File: config.mk
export PLATFORM = sky130hd
export DESIGN_NAME = quantized_mesh_payload_decoder
export DESIGN_NICKNAME = d
export VERILOG_FILES = /design/src/hdl/qmpd_pkg.sv /design/src/hdl/quantized_mesh_payload_decoder.sv
export SDC_FILE = /design/constraint.sdc
export NUM_CORES = 2
export LEC_CHECK = 0
export BUFFER_PORTS_ARGS = -buffer_cell sky130_fd_sc_hd__buf_2
export CAP_MARGIN = 25
export CORE_ASPECT_RATIO = 0.9
export CORE_UTILIZATION = 30
export DETAILED_ROUTE_END_ITERATION = 6
export SYNTH_ARGS = -nofsm -noshare
export SYNTH_HDL_FRONTEND = slang
export SYNTH_SLANG_ARGS = --single-unit
File: constraint.sdc
create_clock -name clock -period 16.05 [get_ports clock]
set_input_delay 0.8025 -clock clock [delete_from_list [all_inputs] [get_ports clock]]
set_output_delay 0.8025 -clock clock [all_outputs]
set_load 0.01 [all_outputs]
File: src/hdl/qmpd_pkg.sv
package qmpd_pkg;

   // Field widths of the two channels and the configuration register.
   localparam int DataBits = 8;
   localparam int KindBits = 3;
   localparam int ValueBits = 32;
   localparam int SideBits = 2;
   localparam int StatusBits = 3;
   localparam int VertexBits = 20;

   // Running byte offset within a tile.
   localparam int CounterBits = 32;

   // Tile layout and limits.
   localparam int HeaderBytes = 92;
   localparam int CountFieldAt = 88;
   localparam int WideThreshold = 65536;
   localparam logic [VertexBits-1:0] MaxVerticesReset = VertexBits'(500000);

   // Result queue sizing.
   localparam int FifoDepth = 8;
   localparam int FifoAddrBits = $clog2(FifoDepth);
   localparam int FifoCountBits = $clog2(FifoDepth + 1);

   // Result kinds.
   typedef enum logic [KindBits-1:0] {
      KIND_U          = 3'd0,
      KIND_V          = 3'd1,
      KIND_HEIGHT     = 3'd2,
      KIND_TRI_COUNT  = 3'd3,
      KIND_TRI_INDEX  = 3'd4,
      KIND_EDGE_INDEX = 3'd5,
      KIND_END        = 3'd6
   } kind_type;

   // End-of-tile status codes.
   typedef enum logic [StatusBits-1:0] {
      STATUS_OK         = 3'd0,
      STATUS_TRUNCATED  = 3'd1,
      STATUS_BAD_COUNT  = 3'd2,
      STATUS_TRI_RANGE  = 3'd3,
      STATUS_EDGE_RANGE = 3'd4
   } status_type;

   // Edge list codes.
   localparam logic [SideBits-1:0] EdgeNorth = 2'd3;

   // One result item as held in the output queue.
   typedef struct packed {
      kind_type               kind;
      logic [ValueBits-1:0]   value;
      logic [SideBits-1:0]    edge_side;
      status_type             status;
      logic                   last;
   } result_type;

endpackage

File: src/hdl/quantized_mesh_payload_decoder.sv
// Streaming quantized-mesh tile decoder. Payload bytes arrive one per transfer on the req_
// channel; each byte is registered and decoded in the following cycle, and its results are
// written into the result queue that drives the rsp_ channel. While req_stall is low the
// block takes one byte every cycle: the decode of a byte is a single pass of small logic
// against the tile state, and results go into an 8-entry queue that drains one result per
// cycle while rsp_stall is low. A byte yields at most one decoded result (u, v, height,
// triangle count, triangle index or edge index); the byte flagged end_of_tile adds an end
// status result with rsp_last set, after which the tile state returns to its reset values.
// req_stall rises only when the queue cannot hold the worst case of two results for every
// byte in flight, so a steady byte rate needs the consumer to take roughly one result per
// cycle. A non-zero end status means every result of that tile must be discarded.
// max_vertices is written over the csr_ channel, which is always ready, and must only be
// changed while no tile is in flight.
module quantized_mesh_payload_decoder (
   input  logic                                   clock,
   input  logic                                   reset,
   // Byte input channel.
   input  logic                                   req_valid,
   output logic                                   req_stall,
   input  logic [qmpd_pkg::DataBits-1:0]          req_data_byte,
   input  logic                                   req_end_of_tile,
   // Result channel.
   output logic                                   rsp_valid,
   input  logic                                   rsp_stall,
   output logic [qmpd_pkg::KindBits-1:0]          rsp_kind,
   output logic [qmpd_pkg::ValueBits-1:0]         rsp_value,
   output logic [qmpd_pkg::SideBits-1:0]          rsp_edge_side,
   output logic [qmpd_pkg::StatusBits-1:0]        rsp_status,
   output logic                                   rsp_last,
   // Configuration write channel.
   input  logic                                   csr_valid,
   output logic                                   csr_ready,
   input  logic [qmpd_pkg::VertexBits-1:0]        csr_max_vertices
);
   import qmpd_pkg::*;

   typedef enum logic [3:0] {
      PH_HEADER    = 4'd0,
      PH_U         = 4'd1,
      PH_V         = 4'd2,
      PH_H         = 4'd3,
      PH_PAD       = 4'd4,
      PH_TRICOUNT  = 4'd5,
      PH_TRI       = 4'd6,
      PH_EDGECOUNT = 4'd7,
      PH_EDGE      = 4'd8,
      PH_TRAIL     = 4'd9,
      PH_SKIP      = 4'd10
   } phase_type;

   localparam int LeftBits = ValueBits + 2;

   // Configuration register.
   logic [VertexBits-1:0]   max_vertices_ff;

   // Input register.
   logic                    in_valid_ff;
   logic [DataBits-1:0]     in_byte_ff;
   logic                    in_eot_ff;

   // Tile state.
   phase_type               phase_ff, phase_in;
   logic [CounterBits-1:0]  pos_ff, pos_in;
   logic [ValueBits-1:0]    word_ff, word_in;
   logic [1:0]              biw_ff, biw_in;
   logic [VertexBits-1:0]   vertex_total_ff, vertex_total_in;
   logic [LeftBits-1:0]     left_ff, left_in;
   logic [15:0]             delta_ff, delta_in;
   logic [ValueBits-1:0]    high_water_ff, high_water_in;
   logic                    wide_ff, wide_in;
   logic [SideBits-1:0]     edge_ff, edge_in;
   status_type              first_error_ff, first_error_in;

   // Result queue.
   result_type              fifo_mem [FifoDepth];
   logic [FifoAddrBits-1:0] wr_ptr_ff, rd_ptr_ff;
   logic [FifoCountBits-1:0] count_ff;

   // Decode datapath.
   logic [DataBits-1:0]     take_data;
   logic [ValueBits-1:0]    word_or;
   logic [ValueBits-1:0]    word_hdr;
   logic                    need4;
   logic                    take_done;
   logic [LeftBits-1:0]     left_dec;
   logic [15:0]             zz;
   logic [15:0]             delta_val;
   logic [15:0]             delta_sum;
   logic [ValueBits-1:0]    tri_idx;
   logic [LeftBits-1:0]     tri_total;
   logic                    bad_count;
   logic                    pad_needed;
   result_type              res0, res1;
   logic                    res0_valid, res1_valid;

   // Queue control.
   logic                    push_ok;
   logic                    pop;
   logic [1:0]              push_count;
   logic [FifoAddrBits-1:0] wr_slot1;
   logic [FifoCountBits:0]  reserved;
   result_type              head;

   // Byte assembly of little-endian words; padding bytes count as zero.
   always_comb begin
      take_data = (phase_ff == PH_PAD) ? '0 : in_byte_ff;
      word_or   = word_ff | (ValueBits'(take_data) << {biw_ff, 3'b000});
      word_hdr  = word_ff | (ValueBits'(in_byte_ff) << {pos_ff[1:0], 3'b000});
      unique case (phase_ff)
         PH_TRICOUNT, PH_EDGECOUNT: need4 = 1'b1;
         PH_TRI, PH_EDGE:           need4 = wide_ff;
         default:                   need4 = 1'b0;
      endcase
      take_done = need4 ? (biw_ff == 2'd3) : (biw_ff != 2'd0);
   end

   // Per-phase arithmetic.
   always_comb begin
      left_dec   = left_ff - LeftBits'(1);
      zz         = word_or[15:0];
      delta_val  = {1'b0, zz[15:1]} ^ {16{zz[0]}};
      delta_sum  = delta_ff + delta_val;
      tri_idx    = high_water_ff - word_or;
      tri_total  = {2'b00, word_or} + {1'b0, word_or, 1'b0};
      bad_count  = (word_hdr == '0) || (word_hdr > ValueBits'(max_vertices_ff));
      pad_needed = (pos_ff[1:0] + 2'd1) != 2'd0;
   end

   // Next tile state and the results caused by the registered byte.
   always_comb begin
      phase_in        = phase_ff;
      pos_in          = pos_ff;
      word_in         = word_ff;
      biw_in          = biw_ff;
      vertex_total_in = vertex_total_ff;
      left_in         = left_ff;
      delta_in        = delta_ff;
      high_water_in   = high_water_ff;
      wide_in         = wide_ff;
      edge_in         = edge_ff;
      first_error_in  = first_error_ff;
      res0            = '0;
      res1            = '0;
      res0_valid      = 1'b0;
      res1_valid      = 1'b0;

      if (in_valid_ff) begin
         pos_in = pos_ff + CounterBits'(1);

         // Word collection shared by the u, v, height, padding, count, triangle and edge phases.
         if (phase_ff != PH_HEADER && phase_ff != PH_TRAIL && phase_ff != PH_SKIP) begin
            word_in = take_done ? '0 : word_or;
            biw_in  = take_done ? 2'd0 : biw_ff + 2'd1;
         end

         unique case (phase_ff)
            PH_HEADER: begin
               if (pos_ff >= CounterBits'(CountFieldAt) &&
                   pos_ff < CounterBits'(HeaderBytes)) begin
                  word_in = word_hdr;
               end
               if (pos_ff >= CounterBits'(HeaderBytes - 1)) begin
                  word_in = '0;
                  if (bad_count) begin
                     first_error_in = STATUS_BAD_COUNT;
                     phase_in       = PH_SKIP;
                  end else begin
                     vertex_total_in = word_hdr[VertexBits-1:0];
                     wide_in         = word_hdr > ValueBits'(WideThreshold);
                     left_in         = {2'b00, word_hdr};
                     delta_in        = '0;
                     phase_in        = PH_U;
                  end
               end
            end
            PH_U, PH_V, PH_H: begin
               if (take_done) begin
                  res0_valid  = 1'b1;
                  res0.value  = ValueBits'(delta_sum);
                  unique case (phase_ff)
                     PH_U:    res0.kind = KIND_U;
                     PH_V:    res0.kind = KIND_V;
                     default: res0.kind = KIND_HEIGHT;
                  endcase
                  delta_in = delta_sum;
                  left_in  = left_dec;
                  if (left_dec == '0) begin
                     delta_in = '0;
                     if (phase_ff == PH_U) begin
                        phase_in = PH_V;
                        left_in  = LeftBits'(vertex_total_ff);
                     end else if (phase_ff == PH_V) begin
                        phase_in = PH_H;
                        left_in  = LeftBits'(vertex_total_ff);
                     end else if (wide_ff && pad_needed) begin
                        phase_in = PH_PAD;
                     end else begin
                        phase_in = PH_TRICOUNT;
                     end
                  end
               end
            end
            PH_PAD: begin
               if (take_done) begin
                  phase_in = PH_TRICOUNT;
               end
            end
            PH_TRICOUNT: begin
               if (take_done) begin
                  res0_valid    = 1'b1;
                  res0.kind     = KIND_TRI_COUNT;
                  res0.value    = word_or;
                  left_in       = tri_total;
                  high_water_in = '0;
                  edge_in       = '0;
                  phase_in      = (word_or != '0) ? PH_TRI : PH_EDGECOUNT;
               end
            end
            PH_TRI: begin
               if (take_done) begin
                  if (word_or == '0) begin
                     high_water_in = high_water_ff + ValueBits'(1);
                  end
                  if (tri_idx >= ValueBits'(vertex_total_ff) &&
                      first_error_ff == STATUS_OK) begin
                     first_error_in = STATUS_TRI_RANGE;
                  end
                  res0_valid = 1'b1;
                  res0.kind  = KIND_TRI_INDEX;
                  res0.value = tri_idx;
                  left_in    = left_dec;
                  if (left_dec == '0) begin
                     phase_in = PH_EDGECOUNT;
                  end
               end
            end
            PH_EDGECOUNT: begin
               if (take_done) begin
                  left_in = {2'b00, word_or};
                  if (word_or != '0) begin
                     phase_in = PH_EDGE;
                  end else if (edge_ff == EdgeNorth) begin
                     phase_in = PH_TRAIL;
                  end else begin
                     edge_in  = edge_ff + SideBits'(1);
                     phase_in = PH_EDGECOUNT;
                  end
               end
            end
            PH_EDGE: begin
               if (take_done) begin
                  if (word_or >= ValueBits'(vertex_total_ff) &&
                      first_error_ff == STATUS_OK) begin
                     first_error_in = STATUS_EDGE_RANGE;
                  end
                  res0_valid     = 1'b1;
                  res0.kind      = KIND_EDGE_INDEX;
                  res0.value     = word_or;
                  res0.edge_side = edge_ff;
                  left_in        = left_dec;
                  if (left_dec == '0) begin
                     if (edge_ff == EdgeNorth) begin
                        phase_in = PH_TRAIL;
                     end else begin
                        edge_in  = edge_ff + SideBits'(1);
                        phase_in = PH_EDGECOUNT;
                     end
                  end
               end
            end
            default: begin
               // Trailing extension bytes and rejected tiles are ignored.
            end
         endcase

         // End of tile: report the status and return to the start of a tile.
         if (in_eot_ff) begin
            res1_valid = 1'b1;
            res1.kind  = KIND_END;
            res1.last  = 1'b1;
            priority if (phase_in == PH_TRAIL || phase_in == PH_SKIP) begin
               res1.status = first_error_in;
            end else if ((phase_in == PH_EDGECOUNT || phase_in == PH_EDGE) &&
                         first_error_in == STATUS_TRI_RANGE) begin
               res1.status = STATUS_TRI_RANGE;
            end else begin
               res1.status = STATUS_TRUNCATED;
            end
            phase_in        = PH_HEADER;
            pos_in          = '0;
            word_in         = '0;
            biw_in          = '0;
            vertex_total_in = '0;
            left_in         = '0;
            delta_in        = '0;
            high_water_in   = '0;
            wide_in         = 1'b0;
            edge_in         = '0;
            first_error_in  = STATUS_OK;
         end
      end
   end

   // Queue bookkeeping: room is reserved for two results per byte in flight.
   always_comb begin
      reserved   = (FifoCountBits + 1)'(count_ff) + (FifoCountBits + 1)'({in_valid_ff, 1'b0});
      push_ok    = reserved <= (FifoCountBits + 1)'(FifoDepth - 2);
      pop        = rsp_valid && !rsp_stall;
      push_count = 2'(res0_valid) + 2'(res1_valid);
      wr_slot1   = wr_ptr_ff + FifoAddrBits'(res0_valid);
      head       = fifo_mem[rd_ptr_ff];
   end

   assign req_stall     = !push_ok;
   assign csr_ready     = 1'b1;
   assign rsp_valid     = count_ff != '0;
   assign rsp_kind      = head.kind;
   assign rsp_value     = head.value;
   assign rsp_edge_side = head.edge_side;
   assign rsp_status    = head.status;
   assign rsp_last      = head.last;

   // Result queue storage.
   always_ff @(posedge clock) begin
      if (res0_valid) begin
         fifo_mem[wr_ptr_ff] <= res0;
      end
      if (res1_valid) begin
         fifo_mem[wr_slot1] <= res1;
      end
   end

   // Input register, configuration, tile state and queue pointers.
   always_ff @(posedge clock) begin
      if (reset) begin
         max_vertices_ff <= MaxVerticesReset;
         in_valid_ff     <= 1'b0;
         phase_ff        <= PH_HEADER;
         pos_ff          <= '0;
         word_ff         <= '0;
         biw_ff          <= '0;
         vertex_total_ff <= '0;
         left_ff         <= '0;
         delta_ff        <= '0;
         high_water_ff   <= '0;
         wide_ff         <= 1'b0;
         edge_ff         <= '0;
         first_error_ff  <= STATUS_OK;
         wr_ptr_ff       <= '0;
         rd_ptr_ff       <= '0;
         count_ff        <= '0;
      end else begin
         if (csr_valid && csr_ready) begin
            max_vertices_ff <= csr_max_vertices;
         end
         in_valid_ff     <= req_valid && !req_stall;
         phase_ff        <= phase_in;
         pos_ff          <= pos_in;
         word_ff         <= word_in;
         biw_ff          <= biw_in;
         vertex_total_ff <= vertex_total_in;
         left_ff         <= left_in;
         delta_ff        <= delta_in;
         high_water_ff   <= high_water_in;
         wide_ff         <= wide_in;
         edge_ff         <= edge_in;
         first_error_ff  <= first_error_in;
         wr_ptr_ff       <= wr_ptr_ff + FifoAddrBits'(push_count);
         if (pop) begin
            rd_ptr_ff <= rd_ptr_ff + FifoAddrBits'(1);
         end
         count_ff <= count_ff + FifoCountBits'(push_count) - FifoCountBits'(pop);
      end
   end

   // Payload capture of each accepted byte.
   always_ff @(posedge clock) begin
      if (req_valid && !req_stall) begin
         in_byte_ff <= req_data_byte;
         in_eot_ff  <= req_end_of_tile;
      end
   end

endmodule
After elaboration in Yosys (flattened, before gate mapping)
Memory sizes are Yosys's and may differ from the RTL's. A register that Yosys moved wholly into a read port is not among the register bits.
Index checks and enable logic that the tools add are counted.
- shift-type cells: 2
- equality and inequality tests: 29
- mux-type cells: 105
- magnitude comparators: 8
- reduce and logical (&&, ||, !) cells: 41
- add/sub/neg operators: 16
- bitwise logic cells: 3
- operator list (operator ; count):
    $mux 34 ; 12
    $mux 32 ; 11
    $pmux 34 s5 ; 1
    $pmux 35 s4 ; 1
    $mux 16 ; 5
    $mux 20 ; 4
    $mux 4 ; 19
    $mux 37 ; 2
    $add 32x1->32 const B ; 2
    $ge 32x20->1 ; 2
    $ge 32x7->1 const B ; 2
    $logic_not 32->1 ; 2
    $or 32x32->32 ; 2
    $pmux 32 s2 ; 1
    $shl 8x5->32 ; 2
    $mux 3 ; 13
    $mux 35 ; 1
    $add 32x33->34 ; 1
    $logic_not 34->1 ; 1
    $sub 34x1->34 const B ; 1
    $gt 32x17->1 const B ; 1
    $gt 32x20->1 ; 1
    $lt 32x7->1 const B ; 1
    $pmux 16 s2 ; 1
    other kinds (48) ; 115
- output and inout bits: 44
- register bits: 218
- RAM bits: 328
- memories: 1
- memories (name ; depth ; bits a word ; read ports ; clocked after Yosys merged registers in ; wr ports ; RTL line ; text):
    fifo_mem ; 8 ; 41 ; 1 ; 1 ; 2 ; quantized_mesh_payload_decoder.sv:75 ; result_type fifo_mem [FifoDepth];

Depth between registers and ports, before layout
- depth after elaboration: 17
- depth in mapped cells: 28
- mapped depth without buffers: 26

Worst setup path after synthesis
OpenSTA, ideal clock, no wires.
- path kind: flip-flop to flip-flop
- start point: reg phase_ff[3]
- end point: mem fifo_mem[0][2] (netlist name), data pin
- stages on the path, launching flop included: 27
- clock period less this slack: 5777 ps
- required time: 15777 ps
- arrival: 5504 ps
- library setup time: 273 ps
- path slack: 10273 ps
- cells stage by stage: dfxtp_1 > clkbuf_1 > nand2b_1 > nor2_1 > nor3_1 > a21o_1 > inv_1 > ha_1 > o211ai_1 > a21oi_1 > o41ai_1 > o311a_1 > o21ai_0 > xor2_1 > ha_1 > a21oi_1 > nor2b_1 > a2111oi_0 > o221ai_1 > a21oi_1 > o21a_1 > nand4_1 > nor4_1 > a41oi_1 > a21o_1 > a32oi_4 > nor3_1
- RTL lines (item ; RTL line ; text):
    start: declaration ; quantized_mesh_payload_decoder.sv:62 ; phase_type phase_ff, phase_in;
    start signal: assignment ; quantized_mesh_payload_decoder.sv:357 ; phase_ff <= phase_in;
    end: declaration ; quantized_mesh_payload_decoder.sv:75 ;

==> impl_results.html <==
<table>
<tr><th>Metric</th><th>Value</th></tr>
<tr><th colspan="2">Layout</th></tr>
<tr><td>Total Nets Final</td><td>3912</td></tr>
<tr><td>Design area</td><td>between 0.03 and 0.04 mm^2</td></tr>
<tr><td>Proportion of layout cells with a drive suffix above 1</td><td>0.1116</td></tr>
<tr><td>Reg area</td><td>0.01157 mm^2</td></tr>
<tr><td>Synth-to-layout area growth</td><td>11.54%</td></tr>
<tr><td>Filler cell count</td><td>about 11000</td></tr>
<tr><td>Multi-input combinational cell area</td><td>0.01868 mm^2</td></tr>
<tr><td>Number of inserted diodes</td><td>0</td></tr>
<tr><th colspan="2">Floorplan</th></tr>
<tr><td>I/O Pins</td><td>between 70 and 80</td></tr>
<tr><td>Total Die Area</td><td>0.1071 mm^2</td></tr>
<tr><td>Die width</td><td>344.9 um</td></tr>
<tr><td>Core Region</td><td>approximately 0.10 mm^2</td></tr>
<tr><td>Initial Utilization</td><td>0.3044</td></tr>
<tr><td>Std-Cell Rows</td><td>approximately 110</td></tr>
<tr><td>Overall die height</td><td>about 310 um</td></tr>
<tr><th colspan="2">Placement</th></tr>
<tr><td>Worst setup slack after placement</td><td>~8.5 ns</td></tr>
<tr><td>Dpl cell area</td><td>about 0.033 mm^2</td></tr>
<tr><td>Hpwl dp</td><td>~73 mm</td></tr>
<tr><td>Input/output buffers</td><td>76</td></tr>
<tr><td>Routability congestion estimate from global placement</td><td>0.9560</td></tr>
<tr><th colspan="2">Drt</th></tr>
<tr><td>Total iterations of the first detailed-routing run</td><td>6</td></tr>
<tr><td>Final routed wirelength across all metal layers</td><td>~110 mm</td></tr>
<tr><td>Routed WL per cell</td><td>roughly 21 um</td></tr>
<tr><td>Count of antenna-violating nets left after detailed routing</td><td>0</td></tr>
<tr><td>Via count of the routed design</td><td>28300</td></tr>
<tr><td>DRT iter0 DRCs</td><td>roughly 2800</td></tr>
<tr><td>Number of remaining DRC errors</td><td>0</td></tr>
<tr><td>Vias per Instance</td><td>about 5.5</td></tr>
<tr><th colspan="2">Setup path</th></tr>
<tr><td>Max FO, Critical Path</td><td>20</td></tr>
<tr><td>Capturing element type of the critical path</td><td>flip-flop</td></tr>
<tr><td>Req. time, crit path</td><td>16.43 ns</td></tr>
<tr><td>Startpoint kind of the worst setup timing path</td><td>flip-flop</td></tr>
<tr><td>Setup CP Type</td><td>flip-flop to flip-flop</td></tr>
<tr><td>Crit path DAT</td><td>8.11 ns</td></tr>
<tr><th colspan="2">Logic synthesis</th></tr>
<tr><td>Top cells by count, synth</td><td>sky130_fd_sc_hd__nor2_1 (583), sky130_fd_sc_hd__dfxtp_1 (492), sky130_fd_sc_hd__a21oi_1 (367)</td></tr>
<tr><td>Proportion of synthesized area in mux cells</td><td>0.07967</td></tr>
<tr><td>Syn Inst Count</td><td>3735</td></tr>
<tr><td>Proportion of netlist area held by the largest area contributor</td><td>0.3103</td></tr>
<tr><td>Nets in the synthesized netlist</td><td>3953</td></tr>
<tr><td>Number of different library cells in the post-synthesis netlist</td><td>93</td></tr>
<tr><td>Share of async-settable or async-resettable flops after synthesis</td><td>0</td></tr>
<tr><td>Main combinational cell family by area after synthesis</td><td>compound AO/OA/AOI/OAI gates</td></tr>
<tr><td>Combined area of all synthesized cells</td><td>~0.032 mm^2</td></tr>
<tr><td>Area share of and/or/nand/nor cells after synthesis</td><td>0.1723</td></tr>
<tr><td>Number of enable flip-flop cells after synthesis</td><td>57</td></tr>
<tr><td>Top cells by area, synth</td><td>sky130_fd_sc_hd__dfxtp_1 (31%), sky130_fd_sc_hd__ha_1 (7.1%), sky130_fd_sc_hd__nor2_1 (6.9%)</td></tr>
<tr><td>Xor and xnor fraction of the mapped netlist area</td><td>0.04581</td></tr>
<tr><td>Yosys top cell by area</td><td>sky130_fd_sc_hd__dfxtp_1</td></tr>
<tr><td>Most frequently used flop master after synthesis</td><td>sky130_fd_sc_hd__dfxtp_1</td></tr>
<tr><td>Synthesis-stage register bit count</td><td>roughly 550</td></tr>
<tr><td>Most instantiated library cell after synthesis</td><td>sky130_fd_sc_hd__nor2_1</td></tr>
<tr><td>Adder-cell area share of the yosys netlist</td><td>0.07372</td></tr>
<tr><td>Warning count from the yosys run</td><td>0</td></tr>
<tr><td>Synthesized area divided by synthesized cell count</td><td>8.497 um^2</td></tr>
<tr><td>Area fraction in compound gates after synthesis</td><td>0.2146</td></tr>
<tr><td>Share of synthesized area occupied by flip-flops and latches</td><td>0.3643</td></tr>
<tr><th colspan="2">Pwr</th></tr>
<tr><td>Net Switching</td><td>0.0009889 W</td></tr>
<tr><td>Leak</td><td>about 13 nW</td></tr>
<tr><td>Switching Share</td><td>0.2892</td></tr>
<tr><td>VDD IR-drop max</td><td>~87 uV</td></tr>
<tr><td>Total Power Consumption</td><td>0.003419 W</td></tr>
<tr><td>Proportion of power drawn by flip-flops and latches</td><td>0.433</td></tr>
<tr><td>Power Density</td><td>approximately 97 mW/mm^2</td></tr>
<tr><td>Combinational Power Share</td><td>0.159</td></tr>
<tr><td>Clock power frac</td><td>0.409</td></tr>
<tr><td>Internal power summed over all cells</td><td>~0.0024 W</td></tr>
<tr><th colspan="2">Timing</th></tr>
<tr><td>Hold Violations, Final</td><td>0</td></tr>
<tr><td>Final worst hold slack</td><td>approximately 0.31 ns</td></tr>
<tr><td>Summed negative setup slack over all endpoints</td><td>0 ns</td></tr>
<tr><td>RSZ-0062 raised after global routing</td><td>no</td></tr>
<tr><td>Final period util</td><td>0.4818</td></tr>
<tr><td>Number of setup violations in the final report</td><td>0</td></tr>
<tr><td>Crit path setup slack, layout</td><td>roughly 8.3 ns</td></tr>
<tr><td>Clock tree skew after final layout</td><td>~0.037 ns</td></tr>
<tr><td>Worst-Margin Slew</td><td>between 1 and 1.5 ns</td></tr>
<tr><td>Minimum period implied by the final worst setup slack</td><td>between 7 and 8 ns</td></tr>
<tr><td>Max-slew violation count</td><td>0</td></tr>
<tr><td>Rel. slew slack</td><td>0.1904</td></tr>
<tr><td>Maximum operating frequency</td><td>roughly 130 MHz</td></tr>
<tr><th colspan="2">Clocking</th></tr>
<tr><td>Clock Sink Count</td><td>549</td></tr>
<tr><td>Resized Gates After CTS</td><td>0</td></tr>
<tr><td>Number of buffers inserted during clock tree synthesis</td><td>59</td></tr>
<tr><td>Post CTS Setup Buffer Count</td><td>0</td></tr>
<tr><td>Clock insertion delay at the later pin of the skew report</td><td>~0.67 ns</td></tr>
<tr><td>Clk Tree Root Cell</td><td>sky130_fd_sc_hd__clkbuf_16</td></tr>
<tr><td>Largest buffer count on any clock path</td><td>3</td></tr>
<tr><td>Hold-fix buffers, CTS</td><td>0</td></tr>
<tr><td>Max H-tree Level</td><td>2</td></tr>
<tr><td>TritonCTS clock tree</td><td>built</td></tr>
<tr><td>Clk slew on worst S/H paths</td><td>0.06 ns</td></tr>
<tr><th colspan="2">Global route</th></tr>
<tr><td>Global route total overflow</td><td>0</td></tr>
<tr><td>Number of antenna violations at the first check in global routing</td><td>3</td></tr>
<tr><td>Via count of the first global-routing pass</td><td>26370</td></tr>
<tr><td>Overall routing resource usage</td><td>0.1931</td></tr>
<tr><td>Global-route wire length before repair</td><td>about 160 mm</td></tr>
<tr><td>Largest net degree at the start of global routing</td><td>between 60 and 70</td></tr>
<tr><th colspan="2">Hold path</th></tr>
<tr><td>Class of the most critical hold timing path</td><td>primary input to flip-flop</td></tr>
<tr><th colspan="2">Run</th></tr>
<tr><td>Number of max-capacitance violations reported</td><td>0</td></tr>
<tr><th colspan="2">Run status</th></tr>
<tr><td>Outcome</td><td>completed</td></tr>
</table>
-- power by group through the flow --
stage          Combinational, W  Sequential [W]  Clock (W)
5_1_grt                0.000593         0.00149    0.00147
2_1_floorplan          0.000434         0.00145          0
3_3_place_gp           0.000533         0.00151          0
4_1_cts                0.000540         0.00148    0.00142
6_report               0.000543         0.00148    0.00140
3_5_place_dp           0.000536         0.00151          0
-- cells by family after synthesis --
logic type | count (synthesis)
simple gates | 1211
compound gates | 1076
flops | 549
buf+inv | 404
fa+ha+maj | 184
xor+xnor | 166
mux | 144
other cells | 1
-- flip-flops by register name, indices dropped and copies added (netlist names), 8 cells and up, named ones only --
signal           cells
word_ff             32
left_ff             34
high_water_ff       32
delta_ff            16
fifo_mem           328
in_byte_ff           8
pos_ff              32
vertex_total_ff     20
max_vertices_ff     20
-- cell usage in the layout, fill, tap and decap left out, types with 17 or more instances in the layout --
| cell type | netlist | routed |
|---|---|---|
| sky130_fd_sc_hd__a22oi_1 | 35 | 35 |
| sky130_fd_sc_hd__a31oi_1 | 21 | 21 |
| sky130_fd_sc_hd__a211oi_1 | 233 | 233 |
| sky130_fd_sc_hd__nor2_1 | 583 | 579 |
| sky130_fd_sc_hd__mux2_2 | 45 | 45 |
| sky130_fd_sc_hd__buf_2 | 25 | 78 |
| sky130_fd_sc_hd__o21ai_0 | 189 | 187 |
| sky130_fd_sc_hd__o21a_1 | 21 | 21 |
| sky130_fd_sc_hd__nor4_1 | 29 | 28 |
| sky130_fd_sc_hd__a21o_1 | 52 | 52 |
| sky130_fd_sc_hd__nand4_1 | 37 | 37 |
| sky130_fd_sc_hd__inv_1 | 156 | 154 |
| sky130_fd_sc_hd__xor2_1 | 81 | 81 |
| sky130_fd_sc_hd__a21oi_1 | 367 | 366 |
| sky130_fd_sc_hd__ha_1 | 179 | 179 |
| sky130_fd_sc_hd__mux4_2 | 82 | 82 |
| sky130_fd_sc_hd__nor3_1 | 97 | 95 |
| sky130_fd_sc_hd__nand2_1 | 240 | 240 |
| sky130_fd_sc_hd__or3_1 | 22 | 22 |
| sky130_fd_sc_hd__buf_4 | 2 | 66 |
| sky130_fd_sc_hd__nand3_1 | 68 | 68 |
| sky130_fd_sc_hd__o211ai_1 | 17 | 17 |
| sky130_fd_sc_hd__xnor2_1 | 85 | 85 |
| sky130_fd_sc_hd__and3_1 | 26 | 24 |
| sky130_fd_sc_hd__dfxtp_1 | 492 | 489 |
| sky130_fd_sc_hd__edfxtp_1 | 57 | 57 |
| sky130_fd_sc_hd__clkbuf_16 | 0 | 59 |
| sky130_fd_sc_hd__nand2b_1 | 17 | 17 |
-- routing by layer --
layer	vias to the layer above	track usage	share of wire
met5	-	0	0
met4	0	0.05727	0.030
met3	195	0.02912	0.068
met2	984	0.3055	0.45
met1	13670	0.2693	0.45
li1	13460	-	-
-- critical path, stage by stage, from the launching register on --
cell and delay [ns]:
sky130_fd_sc_hd__dfxtp_1 0.70, sky130_fd_sc_hd__nand2b_1 0.25, sky130_fd_sc_hd__nor2_1 0.13, sky130_fd_sc_hd__nor3_1 0.67, sky130_fd_sc_hd__a21o_1 0.41, sky130_fd_sc_hd__inv_1 0.14, sky130_fd_sc_hd__ha_1 0.35, sky130_fd_sc_hd__o211ai_1 0.18
sky130_fd_sc_hd__a21oi_1 0.10, sky130_fd_sc_hd__o41ai_1 0.69, sky130_fd_sc_hd__o311a_1 0.34, sky130_fd_sc_hd__o21ai_0 0.16, sky130_fd_sc_hd__xor2_1 0.23, sky130_fd_sc_hd__ha_1 0.28, sky130_fd_sc_hd__a21oi_1 0.16, sky130_fd_sc_hd__nor2b_1 0.07
sky130_fd_sc_hd__a2111oi_0 0.41, sky130_fd_sc_hd__o221ai_1 0.27, sky130_fd_sc_hd__a21oi_1 0.21, sky130_fd_sc_hd__o21a_1 0.15, sky130_fd_sc_hd__nand4_1 0.10, sky130_fd_sc_hd__nor4_1 0.19, sky130_fd_sc_hd__a41oi_1 0.45, sky130_fd_sc_hd__a21o_1 0.34
sky130_fd_sc_hd__a32oi_4 0.34, sky130_fd_sc_hd__nor3_1 0.11
-- layout make-up --
cell class,instances,area share
Inverter,158,0.01675
Clock buffer,87,0.04863
Multi-Input combinational cell,2782,0.5277
Timing Repair Buffer,144,0.02502
Sequential cell,549,0.3268
Clock inverter,18,0.006715
Tap cell,1368,0.04835
-- worst paths after layout --
kind                                startpoint                           end  slack [ns]  depth (start not counted)
setup / recovery      phase_ff[3]$_SDFFE_PP0P_      fifo_mem[1][2]$_DFFE_PP_        8.32                         25
hold / removal                req_data_byte[3]       in_byte_ff[3]$_DFFE_PP_        0.31                          1
setup reg to reg      phase_ff[3]$_SDFFE_PP0P_      fifo_mem[1][2]$_DFFE_PP_        8.32                         25
hold reg to reg   fifo_mem[2][36]$_SDFFE_PP0P_  fifo_mem[2][36]$_SDFFE_PP0P_        0.45                          2
-- through the flow --
step	util	instances
floorplan	-	3735
global placement	0.3206	4998
detailed placement	0.3207	5000
CTS	0.3395	5105
global route	0.3396	5106
finish	0.3396	5106
Power figures use the tool's default switching activity.
